$ cat config.mk
export PLATFORM = sky130hd
export DESIGN_NAME = rars_ctrl
export DESIGN_NICKNAME = d
export VERILOG_FILES = /design/src/rars_pkg.sv /design/src/rars_ctrl.sv
export VERILOG_INCLUDE_DIRS = /design/src /design/src/src
export SDC_FILE = /design/constraint.sdc
export NUM_CORES = 2
export LEC_CHECK = 0
export ABC_AREA = 1
export BUFFER_PORTS_ARGS = -buffer_cell sky130_fd_sc_hd__buf_2
export CAP_MARGIN = 25
export CORE_MARGIN = 1.5
export CORE_UTILIZATION = 40
export CTS_CLUSTER_SIZE = 12
export DETAILED_ROUTE_END_ITERATION = 7
export GPL_TIMING_DRIVEN = 0
export MAX_ROUTING_LAYER = met4
export SLEW_MARGIN = 20
export SYNTH_ARGS = -nofsm -noshare
export SYNTH_HDL_FRONTEND = slang
export SYNTH_SLANG_ARGS = --single-unit
export TNS_END_PERCENT = 50
$ cat constraint.sdc
create_clock -name clk_i -period 21.5 [get_ports clk_i]
set_clock_uncertainty 0.15 [all_clocks]
set_input_delay 3.225 -clock clk_i [delete_from_list [all_inputs] [get_ports clk_i]]
set_output_delay 3.225 -clock clk_i [all_outputs]
set_load 0.01 [all_outputs]
$ cat src/range_add_range_sum_tree_top_defines.svh
// Assertion macros shared by the range add / range sum tree RTL.
// No dependencies; include in module bodies that assert.
`ifndef RANGE_ADD_RANGE_SUM_TREE_TOP_DEFINES_SVH
`define RANGE_ADD_RANGE_SUM_TREE_TOP_DEFINES_SVH

// Implication checked on every clock edge outside reset.
`define RARS_ASSERT_IMPL(lbl, ante, cons, msg) \
  lbl: assert property (@(posedge clk_i) disable iff (!rst_ni) (ante) |-> (cons)) \
    else $error(msg);

// Implication whose consequent is checked in the cycle after the antecedent.
`define RARS_ASSERT_NEXT(lbl, ante, cons, msg) \
  lbl: assert property (@(posedge clk_i) disable iff (!rst_ni) (ante) |=> (cons)) \
    else $error(msg);

`endif

$ cat src/rars_pkg.sv
// Package for the range add / range sum tree: widths, codes and node type.
// No dependencies.
package rars_pkg;

  localparam int unsigned MaxPositionsDef = 1024;
  localparam int unsigned CfgW = 11;
  localparam int unsigned PosW = 11;
  localparam int unsigned AmtW = 16;
  localparam int unsigned SumW = 64;

  localparam logic [CfgW-1:0] CfgReset = 11'd1024;

  localparam logic OpAdd   = 1'b0;
  localparam logic OpQuery = 1'b1;

  typedef struct packed {
    logic [SumW-1:0] total;
    logic [SumW-1:0] pending;
  } node_t;

  typedef enum logic [1:0] {
    GiveSelf  = 2'd0,
    GiveLeft  = 2'd1,
    GiveRight = 2'd2
  } give_sel_e;

endpackage

$ cat src/rars_ctrl.sv
// Traversal sequencer: walks the tree with an explicit stack, read-modify-write
// of nodes in rars_mem, clearing pass. Depends on rars_pkg and the defines header.
module rars_ctrl
  import rars_pkg::*;
#(
  parameter int unsigned MaxPositions = MaxPositionsDef
) (
  input  logic                   clk_i,
  input  logic                   rst_ni,
  input  logic                   start_i,
  output logic                   busy_o,
  input  logic                   op_i,
  input  logic [PosW-1:0]        lq_i,
  input  logic [PosW-1:0]        rq_i,
  input  logic signed [AmtW-1:0] amount_i,
  input  logic                   cfg_we_i,
  input  logic [CfgW-1:0]        cfg_i,
  output logic                   res_valid_o,
  output logic [SumW-1:0]        res_o,
  output logic                   mem_we_o,
  output logic [$clog2(2*MaxPositions)-1:0] mem_waddr_o,
  output node_t                  mem_wdata_o,
  output logic                   mem_re_o,
  output logic [$clog2(2*MaxPositions)-1:0] mem_raddr_o,
  input  node_t                  mem_rdata_i
);

  `include "range_add_range_sum_tree_top_defines.svh"

  localparam int unsigned NodeCount = 2 * MaxPositions;
  localparam int unsigned AW  = $clog2(NodeCount);
  localparam int unsigned PW  = $clog2(MaxPositions + 1);
  localparam int unsigned CW  = (PW > PosW) ? PW : PosW;
  localparam int unsigned SD  = $clog2(MaxPositions) + 1;
  localparam int unsigned SPW = $clog2(SD + 1);
  localparam int unsigned IW  = (SD > 1) ? $clog2(SD) : 1;
  localparam logic [AW-1:0] LastNode = AW'(NodeCount - 1);
  localparam logic [CW-1:0] MaxN = CW'(MaxPositions);

  typedef enum logic [15:0] {
    S_CLEAR   = 16'h0001,
    S_IDLE    = 16'h0002,
    S_VISIT   = 16'h0004,
    S_HD_RD   = 16'h0008,
    S_HD_WAIT = 16'h0010,
    S_DESCEND = 16'h0020,
    S_GV_RD   = 16'h0040,
    S_GV_WAIT = 16'h0080,
    S_GV_WR   = 16'h0100,
    S_CLR_PND = 16'h0200,
    S_Q_RD    = 16'h0400,
    S_Q_WAIT  = 16'h0800,
    S_RET     = 16'h1000,
    S_SUM_RDL = 16'h2000,
    S_SUM_RDR = 16'h4000,
    S_SUM_WR  = 16'h8000
  } state_e;

  state_e state_q, state_d;
  logic [AW-1:0] clr_q, clr_d;
  logic [CfgW-1:0] cfg_q, cfg_d;
  logic op_q, op_d;
  logic [CW-1:0] lq_q, lq_d, rq_q, rq_d;
  logic [SumW-1:0] x_q, x_d;
  logic [AW-1:0] id_q, id_d;
  logic [CW-1:0] lb_q, lb_d, rb_q, rb_d;
  logic [SPW-1:0] sp_q, sp_d;
  logic [AW-1:0] give_id_q, give_id_d;
  logic [CW-1:0] give_len_q, give_len_d;
  logic [SumW-1:0] give_amt_q, give_amt_d;
  give_sel_e give_sel_q, give_sel_d;
  node_t node_q, node_d;
  logic [SumW-1:0] prod_q, prod_d;
  logic [SumW-1:0] acc_q, acc_d;
  logic [SumW-1:0] owed_q, owed_d;
  logic [SumW-1:0] par_total_q, par_total_d;
  logic [SumW-1:0] lsum_q, lsum_d;
  logic res_valid_q, res_valid_d;
  logic [SumW-1:0] res_q, res_d;

  logic [AW-1:0] stk_id_q [SD];
  logic [CW-1:0] stk_lb_q [SD];
  logic [CW-1:0] stk_rb_q [SD];
  logic          stk_ph_q [SD];
  logic push, set_ph;

  logic [CW-1:0] size_n, mid, hi_l, lo_r;
  logic [CW:0]   lbrb;
  logic [AW-1:0] left_id, right_id;
  logic covered, skip;
  logic [SPW-1:0] sp_m1;
  logic [IW-1:0]  top;
  logic [CW-1:0]  t_mid;
  logic [CW:0]    t_sum;
  logic [SumW-1:0] hi_part;

  always_comb begin
    if (cfg_q == '0) begin
      size_n = CW'(1);
    end else if (CW'(cfg_q) > MaxN) begin
      size_n = MaxN;
    end else begin
      size_n = CW'(cfg_q);
    end
  end

  assign lbrb     = {1'b0, lb_q} + {1'b0, rb_q};
  assign mid      = lbrb[CW:1];
  assign left_id  = id_q + AW'(1);
  assign right_id = id_q + AW'({mid - lb_q, 1'b0});
  assign hi_l     = (lb_q > lq_q) ? lb_q : lq_q;
  assign lo_r     = (rb_q < rq_q) ? rb_q : rq_q;
  assign covered  = (lb_q >= lq_q) && (rb_q <= rq_q);
  assign skip     = (hi_l >= lo_r) || ((rb_q - lb_q) < CW'(2));
  assign sp_m1    = sp_q - SPW'(1);
  assign top      = sp_m1[IW-1:0];
  assign t_sum    = {1'b0, stk_lb_q[top]} + {1'b0, stk_rb_q[top]};
  assign t_mid    = t_sum[CW:1];
  assign hi_part  = {32'(give_amt_q[63:32] * give_len_q), 32'd0};

  always_comb begin
    state_d = state_q;   clr_d = clr_q;     cfg_d = cfg_q;
    op_d = op_q;         lq_d = lq_q;       rq_d = rq_q;       x_d = x_q;
    id_d = id_q;         lb_d = lb_q;       rb_d = rb_q;       sp_d = sp_q;
    give_id_d = give_id_q; give_len_d = give_len_q; give_amt_d = give_amt_q;
    give_sel_d = give_sel_q; node_d = node_q; prod_d = prod_q;
    acc_d = acc_q;       owed_d = owed_q;   par_total_d = par_total_q;
    lsum_d = lsum_q;     res_valid_d = 1'b0; res_d = res_q;
    push = 1'b0;         set_ph = 1'b0;
    mem_we_o = 1'b0;     mem_waddr_o = id_q; mem_wdata_o = '0;
    mem_re_o = 1'b0;     mem_raddr_o = id_q;
    case (state_q)
      S_CLEAR: begin
        mem_we_o = 1'b1;
        mem_waddr_o = clr_q;
        if (cfg_we_i) begin
          // A size write during the pass restarts it.
          cfg_d = cfg_i;
          clr_d = '0;
        end else if (clr_q == LastNode) begin
          state_d = S_IDLE;
        end else begin
          clr_d = clr_q + AW'(1);
        end
      end
      S_IDLE: begin
        if (cfg_we_i) begin
          cfg_d = cfg_i;
          clr_d = '0;
          state_d = S_CLEAR;
        end else if (start_i) begin
          op_d = op_i;
          lq_d = CW'(lq_i);
          rq_d = CW'(rq_i);
          x_d = SumW'(amount_i);
          id_d = '0;
          lb_d = '0;
          rb_d = size_n;
          sp_d = '0;
          acc_d = '0;
          state_d = S_VISIT;
        end
      end
      S_VISIT: begin
        if (covered) begin
          if (op_q == OpAdd) begin
            give_id_d = id_q;
            give_len_d = rb_q - lb_q;
            give_amt_d = x_q;
            give_sel_d = GiveSelf;
            state_d = S_GV_RD;
          end else begin
            state_d = S_Q_RD;
          end
        end else if (skip) begin
          state_d = S_RET;
        end else begin
          state_d = S_HD_RD;
        end
      end
      S_HD_RD: begin
        mem_re_o = 1'b1;
        state_d = S_HD_WAIT;
      end
      S_HD_WAIT: begin
        par_total_d = mem_rdata_i.total;
        if (mem_rdata_i.pending != '0) begin
          owed_d = mem_rdata_i.pending;
          give_id_d = left_id;
          give_len_d = mid - lb_q;
          give_amt_d = mem_rdata_i.pending;
          give_sel_d = GiveLeft;
          state_d = S_GV_RD;
        end else begin
          state_d = S_DESCEND;
        end
      end
      S_DESCEND: begin
        push = 1'b1;
        id_d = left_id;
        rb_d = mid;
        sp_d = sp_q + SPW'(1);
        state_d = S_VISIT;
      end
      S_GV_RD: begin
        mem_re_o = 1'b1;
        mem_raddr_o = give_id_q;
        state_d = S_GV_WAIT;
      end
      S_GV_WAIT: begin
        node_d = mem_rdata_i;
        prod_d = SumW'(give_amt_q[31:0] * give_len_q);
        state_d = S_GV_WR;
      end
      S_GV_WR: begin
        mem_we_o = 1'b1;
        mem_waddr_o = give_id_q;
        mem_wdata_o.total = node_q.total + prod_q + hi_part;
        mem_wdata_o.pending = (give_len_q > CW'(1)) ? node_q.pending + give_amt_q
                                                     : node_q.pending;
        case (give_sel_q)
          GiveLeft: begin
            give_id_d = right_id;
            give_len_d = rb_q - mid;
            give_amt_d = owed_q;
            give_sel_d = GiveRight;
            state_d = S_GV_RD;
          end
          GiveRight: state_d = S_CLR_PND;
          default:   state_d = S_RET;
        endcase
      end
      S_CLR_PND: begin
        mem_we_o = 1'b1;
        mem_wdata_o.total = par_total_q;
        state_d = S_DESCEND;
      end
      S_Q_RD: begin
        mem_re_o = 1'b1;
        state_d = S_Q_WAIT;
      end
      S_Q_WAIT: begin
        acc_d = acc_q + mem_rdata_i.total;
        state_d = S_RET;
      end
      S_RET: begin
        if (sp_q == '0) begin
          res_valid_d = (op_q == OpQuery);
          res_d = acc_q;
          state_d = S_IDLE;
        end else if (!stk_ph_q[top]) begin
          // Left subtree finished: take the right child next.
          set_ph = 1'b1;
          id_d = stk_id_q[top] + AW'({t_mid - stk_lb_q[top], 1'b0});
          lb_d = t_mid;
          rb_d = stk_rb_q[top];
          state_d = S_VISIT;
        end else begin
          id_d = stk_id_q[top];
          lb_d = stk_lb_q[top];
          rb_d = stk_rb_q[top];
          sp_d = sp_m1;
          state_d = (op_q == OpAdd) ? S_SUM_RDL : S_RET;
        end
      end
      S_SUM_RDL: begin
        mem_re_o = 1'b1;
        mem_raddr_o = left_id;
        state_d = S_SUM_RDR;
      end
      S_SUM_RDR: begin
        lsum_d = mem_rdata_i.total;
        mem_re_o = 1'b1;
        mem_raddr_o = right_id;
        state_d = S_SUM_WR;
      end
      S_SUM_WR: begin
        mem_we_o = 1'b1;
        mem_wdata_o.total = lsum_q + mem_rdata_i.total;
        state_d = S_RET;
      end
      default: state_d = S_IDLE;
    endcase
  end

  always_ff @(posedge clk_i or negedge rst_ni) begin
    if (!rst_ni) begin
      state_q <= S_CLEAR;
      clr_q <= '0;
      cfg_q <= CfgReset;
      sp_q <= '0;
      res_valid_q <= 1'b0;
    end else begin
      state_q <= state_d;
      clr_q <= clr_d;
      cfg_q <= cfg_d;
      sp_q <= sp_d;
      res_valid_q <= res_valid_d;
    end
  end

  always_ff @(posedge clk_i) begin
    op_q <= op_d;       lq_q <= lq_d;       rq_q <= rq_d;       x_q <= x_d;
    id_q <= id_d;       lb_q <= lb_d;       rb_q <= rb_d;
    give_id_q <= give_id_d; give_len_q <= give_len_d; give_amt_q <= give_amt_d;
    give_sel_q <= give_sel_d; node_q <= node_d; prod_q <= prod_d;
    acc_q <= acc_d;     owed_q <= owed_d;   par_total_q <= par_total_d;
    lsum_q <= lsum_d;   res_q <= res_d;
    if (push) begin
      stk_id_q[sp_q[IW-1:0]] <= id_q;
      stk_lb_q[sp_q[IW-1:0]] <= lb_q;
      stk_rb_q[sp_q[IW-1:0]] <= rb_q;
      stk_ph_q[sp_q[IW-1:0]] <= 1'b0;
    end else if (set_ph) begin
      stk_ph_q[top] <= 1'b1;
    end
  end

  assign busy_o      = (state_q != S_IDLE);
  assign res_valid_o = res_valid_q;
  assign res_o       = res_q;

  `RARS_ASSERT_IMPL(a_res_query, res_valid_q, op_q == OpQuery, "result beat from an add")
  `RARS_ASSERT_IMPL(a_idle_no_wr, state_q == S_IDLE, !mem_we_o, "node write while idle")
  `RARS_ASSERT_NEXT(a_start_root, (state_q == S_IDLE) && start_i && !cfg_we_i,
                    (sp_q == '0) && (state_q == S_VISIT), "item did not start at the root")
  `RARS_ASSERT_IMPL(a_clear_busy, state_q == S_CLEAR, busy_o && !res_valid_d,
                    "clearing pass not busy")

endmodule

==> flow_summary.ini <==
[finish]
seq_area_um2 = 31900
drive_above_1_share = 0.0811
final_cell_mix = 2593 x nand2_1, 1624 x inv_1, 1083 x nor2_1, 1025 x edfxtp_1, 662 x a21oi_1
layout_commonest_cell = nand2_1
nets = 12400
fillers = 21500
multi_input_area_um2 = 47200
area_growth_syn_to_layout_pct = 13.1
stdcell_count = 14100

[critical_path]
crit_path_end_kind = primary output
cp_common_cell = nand2_1
cp_slowest_cell = clkbuf_1
critPathBufInv = 8
worst_path_largest_cell_delay_ns = 0.79
critical-path-top-delay-family = adder cells
cp_max_fo = 10
arrival_ns = 10.77
path_class = reg -> out
cp-start-kind = flip-flop
critPathRequiredTime_ns = 18.12

[cts]
cts-root-buf = clkbuf_16
post_cts_buffers = 0
cts_tree = done
path_clk_slew_ns = 0.06
post_cts_resized = 0
htreeDepth = 4
cts.sinks = 1068
cts_buffers = 130
clock_insertion_delay_worst_skew_ns = 0.85
ctsHoldBuffers = 0
clk_path_buf_depth = 3

[route]
drcViolationCount = 0
drt-vias-per-instance = 5.49
ant_nets = 0
wl_per_cell_um = 25.8
first_iter_violations = 6980
drtPass1Iterations = 6
drt-total-wl_um = 364000
via_count = 77500

[floorplanning]
fp.dieW_um = 468
core_area_um2 = 215000
initial_core_util = 0.403
die_area_um2 = 219000
placementRows = 170
fp.dieH_um = 468
io_pins = 400

[synth]
synth_edf_count = 1025
yosysWarningCount = 0
synth.avg_cell_area_um2 = 8.21
synth.top_cell.area_share = 0.356
ys.flop_type = edfxtp_1
syn_nets = 11800
seq_area_frac_synth = 0.368
async_reset_ff_frac = 0.0403
synth.distinct_cells = 74
synth-seq-cells = 1068
synth_area_leader_cell = edfxtp_1
syn_inst = 10500
syn_area_um2 = 86500
yosys-top-cells-area = edfxtp_1 36%, fa_1 12%, nand2_1 11%, ha_1 8.0%, inv_1 7.1%

[sta]
relSlewSlack = 0.220
hold_viol = 0
fin_ws_ns = 7.35
worst_slew_pin_slew_ns = 1.17
slew_viol_final = 0
grt_setup_unrepaired = false
max_freq_ghz = 0.0707
setup-violations-final = 0
fin_setup_tns_ns = 0
fin_crit_sh = 0.658
layout_min_cycle_time_ns = 14.15

[grt]
grt_pass1_vias = 76600
grt_max_degree = 60
overflow = 0
grt_first_pass_wirelength_um = 520000
antenna_found_initial = 24
grt_use_total = 0.338

[place]
dp_worst_setup_slack_ns = 8.34
detailed_place_hpwl_um = 300000
dp.cells = 13900
portBuffers = 399
place.gp.congestion = 1.03

[flow_run]
max_cap_viol_count = 0

[hold_path]
hold_path_class = reg -> reg

[run_status]
status = completed
-- through the flow --
stage | util | instance area, um^2 | hold WS (ns)
after floorplan | - | 86500 | 0.281
after global placement | 0.428 | 92000 | 0.288
after detailed placement | 0.434 | 93300 | 0.295
after CTS | 0.455 | 97800 | 0.311
after global routing | 0.455 | 97800 | 0.319
final | 0.455 | 97800 | 0.309
-- layout make-up --
| class | count | area share |
|---|---|---|
| antenna | 25 | 0.000639 |
| buffer | 296 | 0.0144 |
| multi-input combinational | 7527 | 0.482 |
| sequential | 1068 | 0.326 |
| clock inverter | 72 | 0.0109 |
| timing repair buffer | 484 | 0.0318 |
| inverter | 1644 | 0.0633 |
| tap | 2838 | 0.0363 |
| clock buffer | 159 | 0.0347 |
-- metal layers --
layer / up-vias / wire [um] / track usage
li1: 35900 / - / -
met1: 37700 / 146000 / 0.409
met2: 3192 / 170000 / 0.544
met3: 702 / 25600 / 0.0540
met4: 0 / 22800 / 0.178
met5: - / 0 / -
-- logic make-up after synthesis --
logic type / after synthesis / synth area share
compound gates: 1685 / 0.109
xor+xnor: 151 / 0.0154
fa+ha+maj: 1064 / 0.198
buf+inv: 1940 / 0.0875
flops: 1068 / 0.368
simple gates: 4627 / 0.221
-- flip-flops by register name, indices dropped and copies added (netlist names), 121 cells and up --
register  count
node_q      128
stk_lb_q    121
stk_rb_q    121
stk_id_q    121
-- path summary, 6_finish.rpt --
kind / startpoint / endpoint / slack, ns / cells past startpoint
worst max-delay path: give_len_q[5]$_DFFE_PP_ / mem_wdata_o[125] / 7.35 / 34
worst min-delay path: acc_q[54]$_SDFFCE_PP0P_ / res_o[54]$_DFFE_PP_ / 0.31 / 0
worst max register to register: sp_q[0]$_DFFE_PN0P_ / id_q[10]$_DFFE_PP_ / 12.94 / 42
worst min register to register: acc_q[54]$_SDFFCE_PP0P_ / res_o[54]$_DFFE_PP_ / 0.31 / 0
max in group asynchronous: rst_ni / sp_q[1]$_DFFE_PN0P_ / 18.40 / 1
min in group asynchronous: rst_ni / sp_q[2]$_DFFE_PN0P_ / 2.30 / 1
-- cell usage after synthesis, drive strengths merged (3+ instances only) --
cell type and number:
or2 52, nor4b 4, o31ai 21, nor3 88, nand2 2610, o221ai 26
xnor2 44, edfxtp 1025, and3 15, buf 120, o211ai 79, o2111ai 9
ha 553, nand4 101, a221oi 4, clkinv 4, xor2 107, a31oi 36
nor2 1101, o21a 35, fa 511, and2 4, nand3 566, nand3b 32
a21boi 19, inv 1640, a32o 3, a211oi 5, o22ai 37, dfrtp 41
a22oi 3, o21bai 60, a21o 32, a21oi 664, clkbuf 176, o311ai 14
nor4 50, o21ai 634
-- worst register-to-register path: cells and delay by family, from the launching register on --
| family | cells | cell delay, ns |
|---|---|---|
| DFF | 1 | 0.49 |
| buffers and inverters | 12 | 2.75 |
| adders and majority gates | 4 | 1.37 |
| AOI/OAI and AO/OA | 10 | 2.17 |
| xor gates and xnor gates | 2 | 0.33 |
| and+or+nand+nor | 14 | 1.13 |
Power is left out: the tool's default activity adds up to more than one toggle a clock period on the data nets, which glitch-free logic cannot reach.
